[config.mk]
export PLATFORM = sky130hd
export DESIGN_NAME = obstacle_avoidance_reflex
export DESIGN_NICKNAME = d
export VERILOG_FILES = /design/src/hdl/oar_pkg.sv /design/src/hdl/obstacle_avoidance_reflex.sv /design/src/hdl/oar_classify.sv /design/src/hdl/oar_control.sv
export SDC_FILE = /design/constraint.sdc
export NUM_CORES = 1
export LEC_CHECK = 0
export BUFFER_PORTS_ARGS = -buffer_cell sky130_fd_sc_hd__buf_2
export CAP_MARGIN = 40
export CORE_MARGIN = 2
export CORE_UTILIZATION = 55
export CTS_CLUSTER_DIAMETER = 120
export DETAILED_ROUTE_END_ITERATION = 12
export GPL_TIMING_DRIVEN = 0
export PLACE_DENSITY = 0.77
export SLEW_MARGIN = 10
export SYNTH_ARGS = -nofsm -noshare
export SYNTH_HDL_FRONTEND = slang
export SYNTH_SLANG_ARGS = --single-unit
export TNS_END_PERCENT = 30
[constraint.sdc]
create_clock -name aclk -period 10.9 [get_ports aclk]
set_input_delay 1.09 -clock aclk [delete_from_list [all_inputs] [get_ports aclk]]
set_output_delay 1.09 -clock aclk [all_outputs]
set_load 0.02 [all_outputs]
[src/hdl/oar_pkg.sv]
`timescale 1ns / 1ps
// ============================================================================
// oar_pkg
// Shared widths, event codes, motion constants and types for the
// obstacle-avoidance reflex.
// ============================================================================
package oar_pkg;

    localparam int READ_W  = 8;
    localparam int HALF_W  = READ_W - 1;
    localparam int LEVEL_W = 8;
    localparam int EVENT_W = 3;
    localparam int POS_W   = 3;
    localparam int SPEED_W = 6;
    localparam int LED_W   = 4;
    localparam int CFG_W   = 8;
    localparam int CFG_IDX_W = 2;
    localparam int IN_DATA_W  = 4 * READ_W;
    localparam int OUT_DATA_W = 32;

    // Register indexes on the configuration channel
    localparam logic [CFG_IDX_W-1:0] CFG_DETECT = 2'd0;
    localparam logic [CFG_IDX_W-1:0] CFG_CLEAR  = 2'd1;
    localparam logic [CFG_IDX_W-1:0] CFG_SIDE   = 2'd2;

    // Reset thresholds
    localparam logic [CFG_W-1:0] DETECT_RESET = 8'd25;
    localparam logic [CFG_W-1:0] CLEAR_RESET  = 8'd20;
    localparam logic [CFG_W-1:0] SIDE_RESET   = 8'd5;

    // Event codes
    localparam logic [EVENT_W-1:0] EV_NONE        = 3'd0;
    localparam logic [EVENT_W-1:0] EV_KEY         = 3'd1;
    localparam logic [EVENT_W-1:0] EV_DETECTED    = 3'd2;
    localparam logic [EVENT_W-1:0] EV_CLEAR       = 3'd3;
    localparam logic [EVENT_W-1:0] EV_CLEAR_LEFT  = 3'd4;
    localparam logic [EVENT_W-1:0] EV_CLEAR_RIGHT = 3'd5;

    // Motor speed commands
    localparam logic signed [SPEED_W-1:0] SPD_STOP    = 6'sd0;
    localparam logic signed [SPEED_W-1:0] SPD_REVERSE = -6'sd25;
    localparam logic signed [SPEED_W-1:0] SPD_TURN    = 6'sd15;
    localparam logic signed [SPEED_W-1:0] SPD_BACKUP  = -6'sd20;
    localparam logic signed [SPEED_W-1:0] SPD_CRUISE  = 6'sd30;
    localparam logic signed [SPEED_W-1:0] SPD_VEER    = 6'sd20;

    // LED patterns
    localparam logic [LED_W-1:0] LED_STOPPED     = 4'b1001;
    localparam logic [LED_W-1:0] LED_CLEAR       = 4'b0000;
    localparam logic [LED_W-1:0] LED_CLEAR_LEFT  = 4'b0100;
    localparam logic [LED_W-1:0] LED_CLEAR_RIGHT = 4'b0010;

    // Classification of one sensor sample
    typedef struct packed {
        logic [EVENT_W-1:0]      formed;
        logic signed [POS_W-1:0] pos;
        logic [LEVEL_W-1:0]      level;
    } sense_t;

    // One result beat, lowest field in the lowest bits
    typedef struct packed {
        logic                      pad;
        logic                      running;
        logic [LED_W-1:0]          led_pattern;
        logic signed [SPEED_W-1:0] right_speed;
        logic signed [SPEED_W-1:0] left_speed;
        logic [LEVEL_W-1:0]        obstacle_level;
        logic signed [POS_W-1:0]   obstacle_position;
        logic [EVENT_W-1:0]        event_code;
    } result_t;

endpackage

[src/hdl/obstacle_avoidance_reflex.sv]
`timescale 1ns / 1ps
// ============================================================================
// obstacle_avoidance_reflex
// Proximity-driven avoidance reflex: key presses start and stop it, sensor
// beats set motor speeds and LEDs.
// ============================================================================
// Each input beat is registered in the input register, then classified and
// resolved against the held state, and its result lands in the output
// register, so one beat is accepted per clock while the output is not stalled,
// and its result is presented on m_tdata once the output register loads it.
// The only wait is back-pressure: the input register holds while the output
// register is full and m_tready is low. Thresholds are written through the cfg
// channel (index 0 detect, 1 clear, 2 side; other indexes are ignored) and
// should only change while no beat is in flight.
module obstacle_avoidance_reflex import oar_pkg::*; (
    input  logic                  aclk,
    input  logic                  aresetn,
    // sensor / key channel
    input  logic                  s_tvalid,
    output logic                  s_tready,
    // [7:0] far_left_reading, [15:8] near_left_reading,
    // [23:16] near_right_reading, [31:24] far_right_reading
    input  logic [IN_DATA_W-1:0]  s_tdata,
    // [0] cmd (1 key press, 0 sensor sample)
    input  logic                  s_tuser,
    // result channel
    output logic                  m_tvalid,
    input  logic                  m_tready,
    // [2:0] event_code, [5:3] obstacle_position, [13:6] obstacle_level,
    // [19:14] left_speed, [25:20] right_speed, [29:26] led_pattern,
    // [30] running, [31] zero
    output logic [OUT_DATA_W-1:0] m_tdata,
    // configuration channel
    input  logic                  cfg_valid,
    output logic                  cfg_ready,
    input  logic [CFG_IDX_W-1:0]  cfg_index,
    input  logic [CFG_W-1:0]      cfg_data
);

    logic                 in_valid_reg;
    logic                 in_cmd_reg;
    logic [IN_DATA_W-1:0] in_data_reg;
    logic                 out_valid_reg;
    result_t              out_data_reg;
    logic                 advance;
    logic [CFG_W-1:0]     detect_reg, clear_reg, side_reg;
    sense_t               sense;
    result_t              result;

    // Pipeline handshake
    assign advance   = in_valid_reg && (!out_valid_reg || m_tready);
    assign s_tready  = !in_valid_reg || advance;
    assign m_tvalid  = out_valid_reg;
    assign m_tdata   = out_data_reg;
    assign cfg_ready = 1'b1;

    // Threshold registers
    always_ff @(posedge aclk) begin
        if (!aresetn) begin
            detect_reg <= DETECT_RESET;
            clear_reg  <= CLEAR_RESET;
            side_reg   <= SIDE_RESET;
        end else if (cfg_valid) begin
            unique case (cfg_index)
                CFG_DETECT: detect_reg <= cfg_data;
                CFG_CLEAR:  clear_reg  <= cfg_data;
                CFG_SIDE:   side_reg   <= cfg_data;
                default: begin
                end
            endcase
        end
    end

    // Input register
    always_ff @(posedge aclk) begin
        if (!aresetn) begin
            in_valid_reg <= 1'b0;
        end else if (s_tready) begin
            in_valid_reg <= s_tvalid;
        end
    end

    always_ff @(posedge aclk) begin
        if (s_tready && s_tvalid) begin
            in_cmd_reg  <= s_tuser;
            in_data_reg <= s_tdata;
        end
    end

    oar_classify u_classify (
        .far_left_reading   (in_data_reg[READ_W-1:0]),
        .near_left_reading  (in_data_reg[2*READ_W-1:READ_W]),
        .near_right_reading (in_data_reg[3*READ_W-1:2*READ_W]),
        .far_right_reading  (in_data_reg[4*READ_W-1:3*READ_W]),
        .detect_level       (detect_reg),
        .clear_level        (clear_reg),
        .side_level         (side_reg),
        .sense              (sense)
    );

    oar_control u_control (
        .aclk    (aclk),
        .aresetn (aresetn),
        .advance (advance),
        .cmd     (in_cmd_reg),
        .sense   (sense),
        .result  (result)
    );

    // Output register: load on advance, drop once taken
    always_ff @(posedge aclk) begin
        if (!aresetn) begin
            out_valid_reg <= 1'b0;
        end else if (advance) begin
            out_valid_reg <= 1'b1;
        end else if (m_tready) begin
            out_valid_reg <= 1'b0;
        end
    end

    always_ff @(posedge aclk) begin
        if (advance) begin
            out_data_reg <= result;
        end
    end

endmodule

[src/hdl/oar_classify.sv]
`timescale 1ns / 1ps
// ============================================================================
// oar_classify
// Reduces four proximity readings to an obstacle level and position and
// forms the threshold event.
// ============================================================================
module oar_classify import oar_pkg::*; (
    input  logic [READ_W-1:0] far_left_reading,
    input  logic [READ_W-1:0] near_left_reading,
    input  logic [READ_W-1:0] near_right_reading,
    input  logic [READ_W-1:0] far_right_reading,
    input  logic [CFG_W-1:0]  detect_level,
    input  logic [CFG_W-1:0]  clear_level,
    input  logic [CFG_W-1:0]  side_level,
    output sense_t            sense
);

    logic [HALF_W-1:0]  fl, nl, nr, fr;
    logic [LEVEL_W-1:0] ls, cs, rs;
    logic [LEVEL_W-1:0] lr_max, level;
    logic signed [POS_W-1:0] pos;
    logic [EVENT_W-1:0] formed;

    // Halve readings and form the three sums
    always_comb begin
        fl = far_left_reading[READ_W-1:1];
        nl = near_left_reading[READ_W-1:1];
        nr = near_right_reading[READ_W-1:1];
        fr = far_right_reading[READ_W-1:1];
        ls = {1'b0, fl} + {1'b0, nl};
        cs = {1'b0, nl} + {1'b0, nr};
        rs = {1'b0, fr} + {1'b0, nr};
    end

    // Take the maximum and locate the obstacle
    always_comb begin
        lr_max = (ls >= rs) ? ls : rs;
        level  = (cs > lr_max) ? cs : lr_max;
        if ((level == cs) || (ls == rs)) begin
            if (ls > rs)      pos = -3'sd1;
            else if (ls < rs) pos = 3'sd1;
            else              pos = 3'sd0;
        end else begin
            pos = (ls > rs) ? -3'sd2 : 3'sd2;
        end
    end

    // Compare with thresholds; clear wins over detected
    always_comb begin
        formed = EV_NONE;
        if (level > detect_level) formed = EV_DETECTED;
        if (level < clear_level) begin
            formed = EV_CLEAR;
            if (level > side_level) begin
                if (pos[POS_W-1])     formed = EV_CLEAR_RIGHT;
                else if (pos != 3'sd0) formed = EV_CLEAR_LEFT;
            end
        end
    end

    assign sense.formed = formed;
    assign sense.pos    = pos;
    assign sense.level  = level;

endmodule

[src/hdl/oar_control.sv]
`timescale 1ns / 1ps
// ============================================================================
// oar_control
// Holds run state, last event, motor speeds and LEDs; forms the result
// for the item currently in the input register.
// ============================================================================
module oar_control import oar_pkg::*; (
    input  logic    aclk,
    input  logic    aresetn,
    input  logic    advance,
    input  logic    cmd,
    input  sense_t  sense,
    output result_t result
);

    logic                      run_reg, run_next;
    logic [EVENT_W-1:0]        prev_reg, prev_next;
    logic signed [SPEED_W-1:0] left_reg, left_next;
    logic signed [SPEED_W-1:0] right_reg, right_next;
    logic [LED_W-1:0]          leds_reg, leds_next;
    logic [EVENT_W-1:0]        ev;
    logic                      pos_neg, pos_pos;

    assign pos_neg = sense.pos[POS_W-1];
    assign pos_pos = !sense.pos[POS_W-1] && (sense.pos != 3'sd0);

    // Next state and reported event
    always_comb begin
        run_next   = run_reg;
        prev_next  = prev_reg;
        left_next  = left_reg;
        right_next = right_reg;
        leds_next  = leds_reg;
        ev         = EV_NONE;
        if (cmd) begin
            ev = EV_KEY;
            if (!run_reg) begin
                run_next  = 1'b1;
                prev_next = EV_NONE;
            end else begin
                run_next   = 1'b0;
                left_next  = SPD_STOP;
                right_next = SPD_STOP;
                leds_next  = LED_STOPPED;
            end
        end else begin
            if (sense.formed != prev_reg) begin
                prev_next = sense.formed;
                ev        = sense.formed;
            end
            if (run_reg) begin
                unique case (ev)
                    EV_DETECTED: begin
                        leds_next = {!pos_neg, 2'b00, !pos_pos};
                        if (pos_pos) begin
                            left_next  = SPD_REVERSE;
                            right_next = SPD_TURN;
                        end else if (pos_neg) begin
                            left_next  = SPD_TURN;
                            right_next = SPD_REVERSE;
                        end else begin
                            left_next  = SPD_BACKUP;
                            right_next = SPD_BACKUP;
                        end
                    end
                    EV_CLEAR: begin
                        left_next  = SPD_CRUISE;
                        right_next = SPD_CRUISE;
                        leds_next  = LED_CLEAR;
                    end
                    EV_CLEAR_LEFT: begin
                        left_next  = SPD_VEER;
                        right_next = SPD_CRUISE;
                        leds_next  = LED_CLEAR_LEFT;
                    end
                    EV_CLEAR_RIGHT: begin
                        left_next  = SPD_CRUISE;
                        right_next = SPD_VEER;
                        leds_next  = LED_CLEAR_RIGHT;
                    end
                    default: begin
                    end
                endcase
            end
        end
    end

    // Commit state when the item moves to the result register
    always_ff @(posedge aclk) begin
        if (!aresetn) begin
            run_reg   <= 1'b0;
            prev_reg  <= EV_NONE;
            left_reg  <= SPD_STOP;
            right_reg <= SPD_STOP;
            leds_reg  <= '0;
        end else if (advance) begin
            run_reg   <= run_next;
            prev_reg  <= prev_next;
            left_reg  <= left_next;
            right_reg <= right_next;
            leds_reg  <= leds_next;
        end
    end

    // Assemble the result beat; key presses carry no position or level
    always_comb begin
        result.pad               = 1'b0;
        result.running           = run_next;
        result.led_pattern       = leds_next;
        result.right_speed       = right_next;
        result.left_speed        = left_next;
        result.obstacle_level    = cmd ? '0 : sense.level;
        result.obstacle_position = cmd ? 3'sd0 : sense.pos;
        result.event_code        = ev;
    end

endmodule

Word level (Yosys, flattened, before mapping). Index checks and enable logic that the tools add are counted.

Multiplexer cells: 36. Eq/ne operators: 10. Add/subtract/negate cells: 3. Order comparisons: 7. Reduce and logical (&&, ||, !) cells: 20.

Operators with widths (number): two-way mux 6 bit (9); two-way mux 3 bit (12); one-hot mux 6 bit (3 select lines) (2); greater-than comparator 8 bit (4); adder 7 x 7 -> 8 bit (3); == test 8 bit (2); less-than comparator 8 bit (2); two-way mux 4 bit (4); two-way mux 8 bit (2); one-hot mux 4 bit (4 select lines) (1); >= comparator 8 bit (1); == test 3 x 2 -> 1 bit (second input constant) (2); == test 3 bit (second input constant) (2); AND reduction 2 bit (3); two-way mux 1 bit (5); zero test 1 bit (4); nonzero test 2 bit (2); OR reduction 2 bit (2); logical AND 1 bit (3); logical OR 1 bit (3); inequality test 3 bit (1); AND reduction 3 bit (1); nonzero test 3 bit (1); == test 2 x 1 -> 1 bit (second input constant) (1); 4 further kinds (4).

Logic and storage cells: 95. Register bits: 110. Bits of input ports: 48. Output and inout port bits: 35.

Depth between registers and ports, before layout.
Depth in word-level cells: 21. Mapped depth: 37. Mapped depth without buffers: 34.

Cells and area by module. From an unflattened synthesis, not the netlist that was laid out.

Cell total of the unflattened synthesis: 672. Area, all modules: 6885.4 µm².

By module, submodules not included: obstacle_avoidance_reflex (times used 1, area an instance 3007.9 µm², seq. area each 2472.4 µm², cells each 170); oar_classify (times used 1, area an instance 2488.6 µm², seq. area each 0.0 µm², cells each 334); oar_control (times used 1, area an instance 1388.8 µm², seq. area each 400.4 µm², cells each 168).

Least setup slack after synthesis. No wires, ideal clock.

Path kind: flip-flop to flip-flop. From: register in_data_reg[18]. To: register out_data_reg (netlist bit m_tdata[19]) (data pin). Data arrival time: 6820 ps. Period minus slack after synthesis: 7076 ps. Slack: 3824 ps. Library setup time: 256 ps. Data required time: 10644 ps. Buffers on the path: 2. Stages on the path, launching flop included: 32. Path through: edfxtp_1 -> ha_1 -> a21o_1 -> a21oi_1 -> o21bai_1 -> a21oi_1 -> xnor2_1 -> ha_1 -> a21oi_1 -> maj3_2 -> o21a_1 -> nand2_1 -> mux2i_1 -> inv_1 -> ha_1 -> nor2b_1 -> o21ai_0 -> a21boi_0 -> o31ai_1 -> clkbuf_1 -> a21oi_1 -> ha_1 -> a21o_1 -> a21o_1 -> a21oi_1 -> nand4_1 -> o21a_4 -> a211o_1 -> o21ai_2 -> o21ai_2 -> buf_6 -> a22o_1.

RTL lines: start, declared (line obstacle_avoidance_reflex.sv:42) `logic [IN_DATA_W-1:0] in_data_reg;`; start signal, assigned (line obstacle_avoidance_reflex.sv:86) `in_data_reg <= s_tdata;`; end signal, assigned (line obstacle_avoidance_reflex.sv:123) `out_data_reg <= result;`; end, declared (line obstacle_avoidance_reflex.sv:44) `result_t out_data_reg;`.

==> run metrics <==
RSZ-0062 raised after global routing=false; share of cells above drive strength 1=17.7%; setup bufs post-CTS=0; WL/cell=15.8 um; CP max FO=10; Synth area leader=edfxtp_1; Final Hold Violating Endpoints=0; ys flop type=edfxtp_1; final worst-path cycle share=76.5%; setup_tns=0 ns; die height=111 um; #FFs+latches synth=106; Die W=111 um; initial antenna violation count=0; die footprint=12300 um2; starting density of the core=55.7%; critical path's largest stage delay=0.51 ns; # nets final=816; Post-DP Area=6880 um2; Vias per Instance=5.83; EDFF count, synth=60; Largest register FFs=31; max-cap violations=0; hold-fix buffers at CTS=0; count leader, synth=edfxtp_1; HP Class=reg2reg; DRT Pass-1 Iters=5; Clock Path Buffers=2; root buffer cell=clkbuf_16; Crit Path Category=reg2reg; Post-synth top cells=60 x edfxtp_1, 59 x ha_1, 52 x inv_1, 48 x nand2_1, 47 x nor2_1; Avg Cell Area, Syn=10.2 um2; PortBufs=76; final RePlAce weighted congestion=0.875; sequential area share after synthesis=43.4%; CTS resizes=0; FILL cells=929; ranking of synthesized cells by area=edfxtp_1 29%, dfxtp_1 15%, ha_1 12%; Worst EP required=11.00 ns; synth warn=0; Worst-Skew Late Latency=0.35 ns; mapped cell area=6280 um2; antenna fix cells=0; Detailed Route Iter0 Violations=269; Detail Placement HPWL=10500 um; Routed WL=13500 um; maximum vdd drop=0.137 mV; TritonCTS buffer count=9; pwr/cell area=218 nW/um2; f_max=120 MHz; synthesized instance count=616; Post-DRT Antenna Nets=0; post-synthesis cell type count=77; Core Box Area=11300 um2; H-tree Lvls=3; Yosys top cell area share=28.7%; leak pwr=3.11 nW; count of pins over their slew limit=0; largest net degree at the start of global routing=38; design area=7170 um2; GRT overflow=0; Clock Pin Slew Worst Setup and Hold Paths=0.08 ns; Setup crit end kind=register; Mapped Nets=726; clk sinks=106; Setup crit start kind=register; GR Util All Layers=22.1%; Rows=39; first-pass GRT wire length=22400 um; CTS tree=built; status=completed; clk_skew=0.00741 ns; fin crit period=8.34 ns; Area Growth Syn to Fin=14.3%; Post-synth ARST share=0%; Top Ports=83; Crit-path slowest cell=a211oi_1; vias in the first global route=4871; worst-margin pin slew=0.651 ns; final setup fails=0; DRC viols=0; CP Data Arrival Time=8.44 ns; Rel. slew slack=56.2%; vias=4981
==> worst max-delay path: cells and delay by family, from the launching register on <==
kind / cells / cell delay [ns]
AO/OA/AOI/OAI: 14 / 3.70
multiplexers: 1 / 0.36
buffers and inverters: 4 / 0.86
flip-flops: 1 / 0.41
AND/OR/NAND/NOR: 8 / 1.20
adder cells (fa/ha/maj): 5 / 1.51
==> report_power, final <==
group	internal [mW]	total, mW	switching (mW)
Combinational	0.297	0.772	0.474
Sequential	0.457	0.468	0.0111
Clock	0.167	0.322	0.155
Total	0.921	1.56	0.640
==> final cells by class <==
cell class	count	area, um2	share of cell area (%)
clock inverters	6	55.1	0.768
inverters	53	199	2.77
flip-flops and latches	106	2720	38.0
plain buffers	22	129	1.80
well taps	143	179	2.49
repair buffers	79	420	5.86
clock buffers	10	239	3.33
multi-input cells	435	3230	45.0
==> path summary, 6_finish.rpt <==
path / from / end / slack, ns / cells past startpoint
worst max-delay path: in_data_reg[9]$_DFFE_PP_ / m_tdata[19]$_DFFE_PP_ / 2.56 / 32
worst min-delay path: u_control.right_reg[3]$_SDFFE_PN0P_ / u_control.right_reg[3]$_SDFFE_PN0P_ / 0.46 / 2
worst max register to register: in_data_reg[9]$_DFFE_PP_ / m_tdata[19]$_DFFE_PP_ / 2.56 / 32
worst min register to register: u_control.right_reg[3]$_SDFFE_PN0P_ / u_control.right_reg[3]$_SDFFE_PN0P_ / 0.46 / 2
==> cells by family after synthesis <==
kind of cell               synth area share, %
xor gates and xnor gates                  3.49
muxes                                     3.27
other                                    0.120
and+or+nand+nor                           12.8
buffers and inverters                     5.20
AOI/OAI and AO/OA                         18.8
DFF                                       43.4
adders and majority gates                 12.9
==> per-stage QoR <==
step / util, % / setup WS (ns) / hold slack [ns] / power, mW / cells
floorplan: - / 3.82 / 0.429 / 1.05 / 616
global placement: 60.7 / 2.67 / 0.439 / 1.19 / 835
detailed placement: 61.0 / 2.69 / 0.448 / 1.23 / 838
CTS: 63.6 / 2.68 / 0.461 / 1.56 / 854
global route: 63.6 / 1.98 / 0.493 / 1.67 / 854
finish: 63.6 / 2.56 / 0.459 / 1.56 / 854
==> metal layers <==
layer	track usage, %	up-vias	wire length (um)
li1	-	2407	-
met1	26.7	2420	5700
met2	40.6	139	6960
met3	3.83	15	682
met4	5.92	0	183
met5	0	-	0
==> placed cells by master (no fill, tap or decap), drive strengths merged, types with 9 or more instances in the layout <==
cell type  Yosys  layout
o21a          14      14
nand4         11      11
buf            8      87
dfxtp         46      46
xnor2         16      16
nand2b         9       9
inv           53      58
a21oi         44      44
nor2          47      47
and2          13      13
edfxtp        60      60
o21ai         18      18
ha            59      59
nand2         49      49
nor2b         11      11
xor2           9       9
clkbuf        14      24
a21o          12      12
mux2i         19      19
Power figures use the tool's default switching activity.
